**config.mk**
```make
export PLATFORM = sky130hd
export DESIGN_NAME = escaped_frame_deframer_unit
export DESIGN_NICKNAME = d
export VERILOG_FILES = /design/src/hdl/efd_pkg.sv /design/src/hdl/efd_store.sv /design/src/hdl/efd_parser.sv /design/src/hdl/efd_emitter.sv /design/src/hdl/escaped_frame_deframer_unit.sv
export SDC_FILE = /design/constraint.sdc
export NUM_CORES = 1
export LEC_CHECK = 0
export ABC_CLOCK_PERIOD_IN_PS = 3400
export BUFFER_PORTS_ARGS = -buffer_cell sky130_fd_sc_hd__buf_2
export CORE_ASPECT_RATIO = 1.25
export CORE_MARGIN = 4
export CORE_UTILIZATION = 40
export CTS_CLUSTER_DIAMETER = 50
export DETAILED_ROUTE_END_ITERATION = 7
export GPL_ROUTABILITY_DRIVEN = 0
export GPL_TIMING_DRIVEN = 0
export SLEW_MARGIN = 20
export SYNTH_ARGS = -nofsm -noshare
export SYNTH_HDL_FRONTEND = slang
export SYNTH_SLANG_ARGS = --single-unit
export TNS_END_PERCENT = 50
```
**constraint.sdc**
```tcl
create_clock -name clk -period 3.4 [get_ports clk]
set_input_delay 0 -clock clk [delete_from_list [all_inputs] [get_ports clk]]
set_output_delay 0 -clock clk [all_outputs]
set_load 0.005 [all_outputs]
```
**src/hdl/efd_pkg.sv**
```systemverilog
// Shared types and constants for the escaped frame deframer.
// Depends on nothing; used by the parser, the emitter and the top level.
package efd_pkg;

  localparam logic [7:0] RESET_CODE  = 8'h23;
  localparam logic [7:0] ESCAPE_CODE = 8'h42;
  localparam logic [7:0] ESCAPE_XOR  = 8'h55;
  localparam logic [7:0] CHANNEL_COUNT_RESET = 8'd8;

  // Hand-off of a complete, accepted frame from the parser to the emitter.
  typedef struct packed {
    logic       go;
    logic [7:0] channel;
    logic [7:0] length;
  } frame_start_t;

endpackage

```
**src/hdl/efd_store.sv**
```systemverilog
// Payload store: one write port, one read port with registered read data.
// Depends on nothing.
module efd_store #(
  parameter int DEPTH = 32,
  parameter int AW    = 5
) (
  input  logic          clk,
  input  logic          we,
  input  logic [AW-1:0] waddr,
  input  logic [7:0]    wdata,
  input  logic          re,
  input  logic [AW-1:0] raddr,
  output logic [7:0]    rdata
);

  logic [7:0] mem [0:DEPTH-1];

  always_ff @(posedge clk) begin
    if (we) begin
      mem[waddr] <= wdata;
    end
  end

  // Read data holds its value until the next read is issued.
  always_ff @(posedge clk) begin
    if (re) begin
      rdata <= mem[raddr];
    end
  end

endmodule

```
**src/hdl/efd_parser.sv**
```systemverilog
// Byte-stuffing parser: escape and reset handling, length/channel/payload
// phases, store writes and the frame start request. Uses efd_pkg.
module efd_parser import efd_pkg::*; #(
  parameter int STORE_BYTES = 32,
  parameter int AW          = 5
) (
  input  logic          clk,
  input  logic          rst,
  input  logic          accept,
  input  logic [7:0]    rx_byte,
  input  logic          cfg_we,
  input  logic [7:0]    cfg_data,
  output logic          store_we,
  output logic [AW-1:0] store_addr,
  output logic [7:0]    store_data,
  output frame_start_t  start
);

  typedef enum logic [1:0] {
    PH_LENGTH,
    PH_CHANNEL,
    PH_PAYLOAD
  } phase_t;

  localparam logic [8:0] STORE_LIMIT = 9'(STORE_BYTES);

  phase_t     phase;
  logic       escape_pending;
  logic [7:0] packet_length;
  logic [7:0] packet_channel;
  logic [7:0] byte_count;
  logic [7:0] channel_count;

  logic [7:0] decoded;
  logic       is_data;
  logic [7:0] count_next;
  logic       frame_done;
  logic       fits;

  always_comb begin
    decoded    = escape_pending ? (rx_byte ^ ESCAPE_XOR) : rx_byte;
    is_data    = escape_pending || (rx_byte != RESET_CODE && rx_byte != ESCAPE_CODE);
    count_next = byte_count + 8'd1;
    frame_done = count_next >= packet_length;
    fits       = {1'b0, byte_count} < STORE_LIMIT;
    store_we   = accept && is_data && (phase == PH_PAYLOAD) && fits;
    store_addr = byte_count[AW-1:0];
    store_data = decoded;
  end

  always_ff @(posedge clk) begin
    if (rst) begin
      phase          <= PH_LENGTH;
      escape_pending <= 1'b0;
      packet_length  <= 8'd0;
      packet_channel <= 8'd0;
      byte_count     <= 8'd0;
      channel_count  <= CHANNEL_COUNT_RESET;
      start          <= '0;
    end else begin
      start.go <= 1'b0;
      if (cfg_we) begin
        channel_count <= cfg_data;
      end
      if (accept) begin
        if (escape_pending) begin
          escape_pending <= 1'b0;
        end else if (rx_byte == RESET_CODE) begin
          phase      <= PH_LENGTH;
          byte_count <= 8'd0;
        end else if (rx_byte == ESCAPE_CODE) begin
          escape_pending <= 1'b1;
        end
        if (is_data) begin
          unique case (phase)
            PH_CHANNEL: begin
              packet_channel <= decoded;
              byte_count     <= 8'd0;
              phase          <= PH_PAYLOAD;
            end
            PH_PAYLOAD: begin
              if (frame_done) begin
                phase      <= PH_LENGTH;
                byte_count <= 8'd0;
                // Oversized frames and unknown channels are dropped here.
                if ({1'b0, packet_length} <= STORE_LIMIT &&
                    packet_channel < channel_count) begin
                  start.go      <= 1'b1;
                  start.channel <= packet_channel;
                  start.length  <= packet_length;
                end
              end else begin
                byte_count <= count_next;
              end
            end
            default: begin
              if (decoded != 8'd0) begin
                packet_length <= decoded;
                phase         <= PH_CHANNEL;
              end else begin
                phase <= PH_LENGTH;
              end
            end
          endcase
        end
      end
    end
  end

endmodule

```
**src/hdl/efd_emitter.sv**
```systemverilog
// Frame emitter: reads a stored frame byte by byte and drives the output
// register with its fields. Uses efd_pkg; reads through efd_store.
module efd_emitter import efd_pkg::*; #(
  parameter int AW          = 5,
  parameter int CW          = 6
) (
  input  logic          clk,
  input  logic          rst,
  input  frame_start_t  start,
  output logic          rd_en,
  output logic [AW-1:0] rd_addr,
  input  logic [7:0]    rd_data,
  output logic          busy,
  output logic          tx_valid,
  input  logic          tx_stall,
  output logic [7:0]    channel_id,
  output logic [5:0]    frame_length,
  output logic [4:0]    byte_index,
  output logic [7:0]    payload_byte,
  output logic          last_byte
);

  logic          active;
  logic [7:0]    length;
  logic [7:0]    channel;
  logic [CW-1:0] rd_idx;
  logic          pending;
  logic [AW-1:0] pend_idx;
  logic [AW-1:0] out_idx;
  logic [7:0]    out_data;

  logic rd_more;
  logic load;

  always_comb begin
    rd_more = 8'(rd_idx) < length;
    // The read data register holds one byte that waits for the output register.
    load    = pending && (!tx_valid || !tx_stall);
    rd_en   = active && rd_more && (!pending || load);
    rd_addr = rd_idx[AW-1:0];
    busy    = active || pending || tx_valid;

    channel_id   = channel;
    frame_length = length[5:0];
    byte_index   = 5'(out_idx);
    payload_byte = out_data;
    last_byte    = (8'(out_idx) + 8'd1) == length;
  end

  always_ff @(posedge clk) begin
    if (rst) begin
      active   <= 1'b0;
      pending  <= 1'b0;
      tx_valid <= 1'b0;
      rd_idx   <= '0;
      length   <= 8'd0;
    end else begin
      if (start.go) begin
        active  <= 1'b1;
        rd_idx  <= '0;
        length  <= start.length;
        channel <= start.channel;
      end else if (rd_en) begin
        rd_idx   <= rd_idx + CW'(1);
        pend_idx <= rd_idx[AW-1:0];
        if (8'(rd_idx) + 8'd1 == length) begin
          active <= 1'b0;
        end
      end
      if (rd_en) begin
        pending <= 1'b1;
      end else if (load) begin
        pending <= 1'b0;
      end
      if (load) begin
        tx_valid <= 1'b1;
        out_data <= rd_data;
        out_idx  <= pend_idx;
      end else if (!tx_stall) begin
        tx_valid <= 1'b0;
      end
    end
  end

endmodule

```
**src/hdl/escaped_frame_deframer_unit.sv**
```systemverilog
// Top level of the escaped frame deframer: parser, payload store, emitter.
// Depends on efd_pkg, efd_parser, efd_store and efd_emitter.
//
//   channel  | direction | handshake          | payload
//   ---------+-----------+--------------------+----------------------------------------
//   rx       | in        | rx_valid/rx_stall  | rx_byte
//   tx       | out       | tx_valid/tx_stall  | channel_id, frame_length, byte_index,
//            |           |                    | payload_byte, last_byte
//   cfg      | in        | cfg_we             | cfg_data (channel_count)
//
// A received byte that completes no deliverable frame does not raise rx_stall.
// A delivered frame holds rx_stall high from its start request until the
// output register is empty again, longer under tx_stall; the single read port
// of the store gives one byte per cycle into the output register while tx_stall is low.
// rst is synchronous; no clearing pass is needed since a frame only reads
// bytes it wrote. channel_count resets to 8.
module escaped_frame_deframer_unit import efd_pkg::*; #(
  parameter int STORE_BYTES = 32
) (
  input  logic       clk,
  input  logic       rst,
  input  logic       rx_valid,
  output logic       rx_stall,
  input  logic [7:0] rx_byte,
  input  logic       cfg_we,
  input  logic [7:0] cfg_data,
  output logic       tx_valid,
  input  logic       tx_stall,
  output logic [7:0] channel_id,
  output logic [5:0] frame_length,
  output logic [4:0] byte_index,
  output logic [7:0] payload_byte,
  output logic       last_byte
);

  localparam int AW = (STORE_BYTES > 1) ? $clog2(STORE_BYTES) : 1;
  localparam int CW = $clog2(STORE_BYTES + 1);

  logic          accept;
  logic          busy;
  logic          store_we;
  logic [AW-1:0] store_addr;
  logic [7:0]    store_data;
  logic          rd_en;
  logic [AW-1:0] rd_addr;
  logic [7:0]    rd_data;
  frame_start_t  start;

  assign rx_stall = busy || start.go;
  assign accept   = rx_valid && !rx_stall;

  efd_parser #(
    .STORE_BYTES(STORE_BYTES),
    .AW(AW)
  ) u_parser (
    .clk(clk),
    .rst(rst),
    .accept(accept),
    .rx_byte(rx_byte),
    .cfg_we(cfg_we),
    .cfg_data(cfg_data),
    .store_we(store_we),
    .store_addr(store_addr),
    .store_data(store_data),
    .start(start)
  );

  efd_store #(
    .DEPTH(STORE_BYTES),
    .AW(AW)
  ) u_store (
    .clk(clk),
    .we(store_we),
    .waddr(store_addr),
    .wdata(store_data),
    .re(rd_en),
    .raddr(rd_addr),
    .rdata(rd_data)
  );

  efd_emitter #(
    .AW(AW),
    .CW(CW)
  ) u_emitter (
    .clk(clk),
    .rst(rst),
    .start(start),
    .rd_en(rd_en),
    .rd_addr(rd_addr),
    .rd_data(rd_data),
    .busy(busy),
    .tx_valid(tx_valid),
    .tx_stall(tx_stall),
    .channel_id(channel_id),
    .frame_length(frame_length),
    .byte_index(byte_index),
    .payload_byte(payload_byte),
    .last_byte(last_byte)
  );

`ifndef SYNTHESIS
  // A frame start is never raised while the emitter still owns the store.
  a_start_idle: assert property (@(posedge clk) disable iff (rst)
    !(start.go && busy))
    else $error("frame start while emitter busy");

  // The store is never written while a frame is being read out.
  a_no_write_busy: assert property (@(posedge clk) disable iff (rst)
    !(store_we && busy))
    else $error("store write during read-out");

  // The byte marked last sits at the end of the frame.
  a_last_index: assert property (@(posedge clk) disable iff (rst)
    (tx_valid && last_byte) |-> (5'(frame_length - 6'd1) == byte_index))
    else $error("last byte at wrong index");
`endif

endmodule
```
==> results of run 1 <==
==> cell families (layout without fill, tap and decap cells) <==
family,after synthesis,in the layout,share of synthesized area
AO/OA/AOI/OAI,70,70,0.0331
XOR/XNOR,25,25,0.0148
adder cells (fa/ha/maj),29,29,0.0246
buffers and inverters,81,219,0.0252
flip-flops,359,359,0.684
multiplexers,124,124,0.153
AND/OR/NAND/NOR,210,210,0.0662
==> worst max-delay path, delay by kind of cell, from the launching register on <==
family | cells | cell delay [ps]
buffers and inverters | 1 | 180
DFF | 1 | 350
and+or+nand+nor | 6 | 2360
==> power by group through the flow <==
stage	registers, mW	logic (mW)	clock network, mW
final	4.76	0.278	4.08
after detailed placement	4.86	0.244	0
after global routing	4.76	0.306	4.35
after floorplan	4.85	0.126	0
after CTS	4.76	0.267	4.15
after global placement	4.86	0.219	0
==> placed cells by master (no fill, tap or decap), types with 21 or more instances in the layout <==
cell / synthesis / routed
sky130_fd_sc_hd__inv_1: 33 / 33
sky130_fd_sc_hd__dfxtp_1: 69 / 69
sky130_fd_sc_hd__a21oi_1: 21 / 21
sky130_fd_sc_hd__mux4_2: 80 / 80
sky130_fd_sc_hd__clkbuf_1: 23 / 28
sky130_fd_sc_hd__buf_2: 9 / 57
sky130_fd_sc_hd__clkbuf_16: 0 / 40
sky130_fd_sc_hd__ha_1: 29 / 29
sky130_fd_sc_hd__mux2i_1: 36 / 36
sky130_fd_sc_hd__nand2_1: 50 / 50
sky130_fd_sc_hd__nor2_1: 86 / 83
sky130_fd_sc_hd__edfxtp_1: 290 / 290
==> final cells by class <==
class,count,area (µm²),area share
Clock inverter,16,174,0.0101
Sequential cell,359,10100,0.586
Tap cell,480,601,0.0349
Timing Repair Buffer,74,546,0.0317
Inverter,33,124,0.00719
Buffer,48,251,0.0146
Clock buffer,48,1050,0.0610
Multi-Input combinational cell,458,4390,0.255
==> per-layer routing <==
metal | vias up | global-route usage
met5 | - | 0
met4 | 0 | 0.0475
met3 | 48 | 0.0278
met2 | 191 | 0.299
met1 | 4069 | 0.215
li1 | 3700 | -
==> sequential cells by signal, indices dropped and copies added, names as in the netlist <==
signal / count
u_emitter.tx_valid: 1
u_parser.packet_channel: 8
u_emitter.active: 1
u_parser.phase: 2
u_emitter.payload_byte: 8
u_parser.escape_pending: 1
u_store.mem: 256
u_parser.packet_length: 8
u_parser.start: 17
u_emitter.pend_idx: 5
u_emitter.channel_id: 8
u_emitter.byte_index: 5
u_parser.channel_count: 8
u_store.rdata: 8
u_emitter.pending: 1
u_parser.byte_count: 8
u_emitter.rd_idx: 6
u_emitter.length: 8
==> through the flow <==
step	setup TNS [ps]	cells
after CTS	0	1513
after global placement	-1220	1427
after floorplan	0	898
after global routing	0	1516
final	0	1516
after detailed placement	-210	1431
==> timing repair <==
item                                    4_1_cts  5_1_grt
hold endpoints to repair                     12        0
gates resized for setup                       2        5
hold buffers                                 18        0
pin swaps                                     0        1
endpoints found under the setup margin       15       38
setup buffers                                 0        3
==> worst paths after layout <==
path | from | end | slack, ps | cells past startpoint
worst max-delay path | u_emitter.tx_valid | u_store.mem[19][4] | 130 | 7
worst min-delay path | rx_byte[6] | u_parser.escape_pending | 20 | 5
worst max register to register | u_emitter.tx_valid | u_store.mem[19][4] | 130 | 7
worst min register to register | u_store.rdata[0] | u_emitter.payload_byte[0] | 420 | 0
==> impl_metrics.ini, run 1 <==
[run_status]
run_status = finished, final reports clean

[worst_setup_path]
worstPathArrival_ps = 3430
endpoint_kind = flop
worst_setup_path_start_kind = flop
worstSetupPathType = reg -> reg
critical-path-max-stage-delay_ps = 770
worst_path_most_repeated_cell = sky130_fd_sc_hd__and2_1
timing.critical_path.cells = nor4_2 -> and2_1 -> and2_1 -> buf_2 -> and3_1 -> nand2_1 -> nor2_1
critPathMaxFanout = 8
critical_path.slowest_cell = sky130_fd_sc_hd__nor2_1
cp_data_required_time_ps = 3560

[detailed_routing]
vias = 8008
total_drc_errors_in_the_routed_layout = 0
wl_met3_um = 1340
initialDrtViolationCount = 581
wl_met1_um = 14000
routed_wl_um = 33800
wl_per_cell_um = 22.3
dr_wl_met2_um = 17700
viasPerCell = 5.28
topRoutingLayerUsed = met4
antenna_left = 0
detailedRoute.firstPassIterationCount = 5

[yosys]
synth-edff-count = 290
synthesis.nets = 948
yosys_warnings = 0
post_synthesis_instance_area_mm2 = 0.0148
yosysTopAreaCellShare = 0.590
netlist_top_cells_area = sky130_fd_sc_hd__edfxtp_1 59%, sky130_fd_sc_hd__mux4_2 12%, sky130_fd_sc_hd__dfxtp_1 9.4%
dominant_cell_type_by_area_after_synthesis = sky130_fd_sc_hd__edfxtp_1
ys_seq_elements = 359
yosys-top-cells-count = 290 x sky130_fd_sc_hd__edfxtp_1, 86 x sky130_fd_sc_hd__nor2_1, 80 x sky130_fd_sc_hd__mux4_2, 69 x sky130_fd_sc_hd__dfxtp_1, 50 x sky130_fd_sc_hd__nand2_1
async_flop_share = 0
syn_area_per_cell_um2 = 16.4
synth.distinct_cells = 59
seq_area_frac_synth = 0.684
post_synth_inst_count = 898
top_count_cell_post_synth = sky130_fd_sc_hd__edfxtp_1
dominantRegCellSynth = sky130_fd_sc_hd__edfxtp_1

[floorplanning]
die-area_mm2 = 0.0401
io_pins = 51
die_h_um = 223
initial_core_util = 0.406
num_rows = 78
die_x_um = 180
core_region_area_mm2 = 0.0364

[clock_tree]
tritoncts.num_buffers = 39
insertion_delay_ps = 540
numClockSinks = 359
clkTransAtPathRegs_ps = 60
cts.htree.levels = 2
cts.root.buffer_cell = sky130_fd_sc_hd__clkbuf_16
clockBufferDepth = 3
tritoncts = built

[pwr]
report.power.total_mw = 9.12
combPwrFrac = 0.030
part_of_the_power_in_registers = 0.522
p_leak_nw = 5.59
cellInternalPower_mw = 7.22
power.ir.vdd_worst_mv = 0.352
areal_power_density_over_the_cells_mw_per_mm2 = 529
p_sw_frac = 0.209
p_switching_mw = 1.90
power.clock.fraction = 0.447

[finish]
finalNetCount = 1063
fillers = 3111
antenna-diode-count = 0
drive_gt1_frac = 0.229
area_delta_synth_final_pct = 16.7
post-route-cell-area_mm2 = 0.0172
finalCoreUtilization = 0.473

[global_routing]
gr-total-overflow = 0
number_of_antenna_violations_at_the_first_check_in_global_routing = 0
grtUsageTotal = 0.169
grt_pass1_vias = 8265
wire_length_of_the_first_global_routing_pass_um = 51500
grt_start_max_net_pins = 40

[placed_design]
post-place-ws_ps = -39.8
post-dp-hpwl_um = 22400
placedInstanceArea_mm2 = 0.0158
port_buffers = 49

[sta]
worstMarginPinSlew_ps = 990
layout_min_cycle_time_ps = 3270
fin_skew_ps = 30.0
maxSlewHeadroom = 0.340
max_freq_ghz = 0.306
rsz0062_at_grt = no
hold_violations = 0
final-max-slew-violation-count = 0
min_period_over_period = 0.962
post-route-worst-setup-slack_ps = 128
finalSetupViolations = 0
hold-worst-slack_ps = 18.0

[run]
maxCapViolations = 0

[min_path]
worstHoldPathType = in -> reg
(Power assumes the default switching activity.)
==> run 2: changes to the inputs <==
--- a/config.mk
+++ b/config.mk
@@ -14,6 +14,7 @@
 export DETAILED_ROUTE_END_ITERATION = 7
 export GPL_ROUTABILITY_DRIVEN = 0
 export GPL_TIMING_DRIVEN = 0
+export MAX_ROUTING_LAYER = met4
 export SLEW_MARGIN = 20
 export SYNTH_ARGS = -nofsm -noshare
 export SYNTH_HDL_FRONTEND = slang
==> impl_metrics.ini, run 2 (synthesis gave the netlist of run 1 again) <==
[worst_setup_path]
endpoint_kind = flop
cp_data_required_time_ps = 3540
regToRegStartpoint = u_emitter.tx_valid
setup.reg_to_reg.worst_slack_ps = 100
worst_setup_path_startpoint = u_emitter.tx_valid
worstSetupPathType = reg -> reg
worstPathArrival_ps = 3440
worst_setup_path_start_kind = flop
critPathMaxFanout = 8
worstRegToRegCells = 7
reg2reg_to = u_store.mem[5][2]

[detailed_routing]
antenna_left = 0
detailedRoute.firstPassIterationCount = 4
initialDrtViolationCount = 588
wl_per_cell_um = 22.3
routed_wl_um = 33800
wl_met3_um = 1410
vias = 8002
topRoutingLayerUsed = met4
total_drc_errors_in_the_routed_layout = 0
wl_met1_um = 13900
viasPerCell = 5.28
dr_wl_met2_um = 17700

[sta]
final-max-slew-violation-count = 0
rsz0062_at_grt = no
maxSlewHeadroom = 0.335
totalNegativeSetupSlack_ps = 0
min_period_over_period = 0.969
hold-worst-slack_ps = 20.8
max_freq_ghz = 0.303
worstMarginPinSlew_ps = 997
hold_violations = 0
post-route-worst-setup-slack_ps = 105
fin_skew_ps = 29.9
layout_min_cycle_time_ps = 3300
finalSetupViolations = 0

[finish]
regMostFlops = u_store.mem
drive_gt1_frac = 0.228
antenna-diode-count = 0
fillers = 3112
largest_register_ff_count = 256
layoutNonFillerInstCount = 1515
finalCoreUtilization = 0.473
layout.area.seq_mm2 = 0.0101
reg.largest.list = u_store.mem (256), u_parser.start (17)
finalNetCount = 1062
total_area_of_multi_input_combinational_cells_mm2 = 0.00439
layout.cells.most_common = sky130_fd_sc_hd__edfxtp_1
post-route-cell-area_mm2 = 0.0172
mostFrequentLayoutCells = 290 x sky130_fd_sc_hd__edfxtp_1, 83 x sky130_fd_sc_hd__nor2_1, 80 x sky130_fd_sc_hd__mux4_2
area_delta_synth_final_pct = 16.7

[pwr]
p_leak_nw = 5.58
power.ir.vdd_worst_mv = 0.351
cellInternalPower_mw = 7.21
p_switching_mw = 1.90
power.clock.fraction = 0.447
p_sw_frac = 0.208
report.power.total_mw = 9.11
combPwrFrac = 0.030
part_of_the_power_in_registers = 0.523
areal_power_density_over_the_cells_mw_per_mm2 = 529

[clock_tree]
clkTransAtPathRegs_ps = 60
tritoncts = built
cts.htree.levels = 2
cts.root.buffer_cell = sky130_fd_sc_hd__clkbuf_16
clockBufferDepth = 3
tritoncts.num_buffers = 39
insertion_delay_ps = 540
numClockSinks = 359

[floorplanning]
die_x_um = 180
core_region_area_mm2 = 0.0364
io_pins = 51
die-area_mm2 = 0.0401
num_rows = 78
die_h_um = 223
initial_core_util = 0.406

[placed_design]
post-place-ws_ps = -39.8
post-dp-hpwl_um = 22400
placedInstanceArea_mm2 = 0.0158
dpl.cell_count = 1431
port_buffers = 49

[min_path]
worstHoldPathType = in -> reg
holdCritStartpoint = rx_byte[6]
worst_hold_path.endpoint = u_parser.escape_pending
whs_path_depth = 5

[global_routing]
wire_length_of_the_first_global_routing_pass_um = 51500
number_of_antenna_violations_at_the_first_check_in_global_routing = 0
grt_start_max_net_pins = 40
gr-total-overflow = 0
grt_pass1_vias = 8271
grtUsageTotal = 0.174

[run]
maxCapViolations = 0

[run_status]
run_status = finished, final reports clean
[run 2: worst max-delay path, stage by stage, from the launching register on]
cell and delay, ps:
sky130_fd_sc_hd__dfxtp_1 350, sky130_fd_sc_hd__nor4_2 640, sky130_fd_sc_hd__and2_1 240, sky130_fd_sc_hd__and2_1 120
sky130_fd_sc_hd__buf_2 180, sky130_fd_sc_hd__and3_1 260, sky130_fd_sc_hd__nand2_1 340, sky130_fd_sc_hd__nor2_1 770
[run 2: power by group through the flow]
| stage | Combinational (mW) | Clock (mW) | Sequential (mW) |
|---|---|---|---|
| floorplan | 0.126 | 0 | 4.85 |
| global placement | 0.219 | 0 | 4.86 |
| detailed placement | 0.244 | 0 | 4.86 |
| CTS | 0.267 | 4.15 | 4.76 |
| global route | 0.303 | 4.34 | 4.76 |
| finish | 0.274 | 4.07 | 4.77 |
[run 2: cell type report]
| cell class | instances | area share |
|---|---|---|
| clock inverters | 16 | 0.0101 |
| inverters | 33 | 0.00719 |
| plain buffers | 48 | 0.0146 |
| clock buffers | 48 | 0.0610 |
| repair buffers | 73 | 0.0312 |
| multi-input cells | 458 | 0.255 |
| well taps | 480 | 0.0349 |
| flip-flops and latches | 359 | 0.586 |
[run 2: worst max-delay path by stage]
stage                              to  slack [ps]
2_1_floorplan  u_parser.byte_count[5]         610
4_1_cts        u_parser.byte_count[4]          30
3_5_place_dp   u_parser.byte_count[2]         -40
5_1_grt        u_parser.byte_count[4]           3
6_report            u_store.mem[5][2]         100
3_3_place_gp        u_parser.phase[0]        -170
[run 2: what timing repair did]
item,in CTS,in global routing
pin swaps,0,1
endpoints found under the setup margin,15,38
buffers inserted,0,2
hold buffers,18,0
gates resized for setup,2,5
hold endpoints to repair,12,0
[run 2: routing by layer]
layer  vias up  global-route usage
met1      4068               0.216
li1       3700                   -
met2       185               0.299
met4         0              0.0475
met5         -                   -
met3        49              0.0272
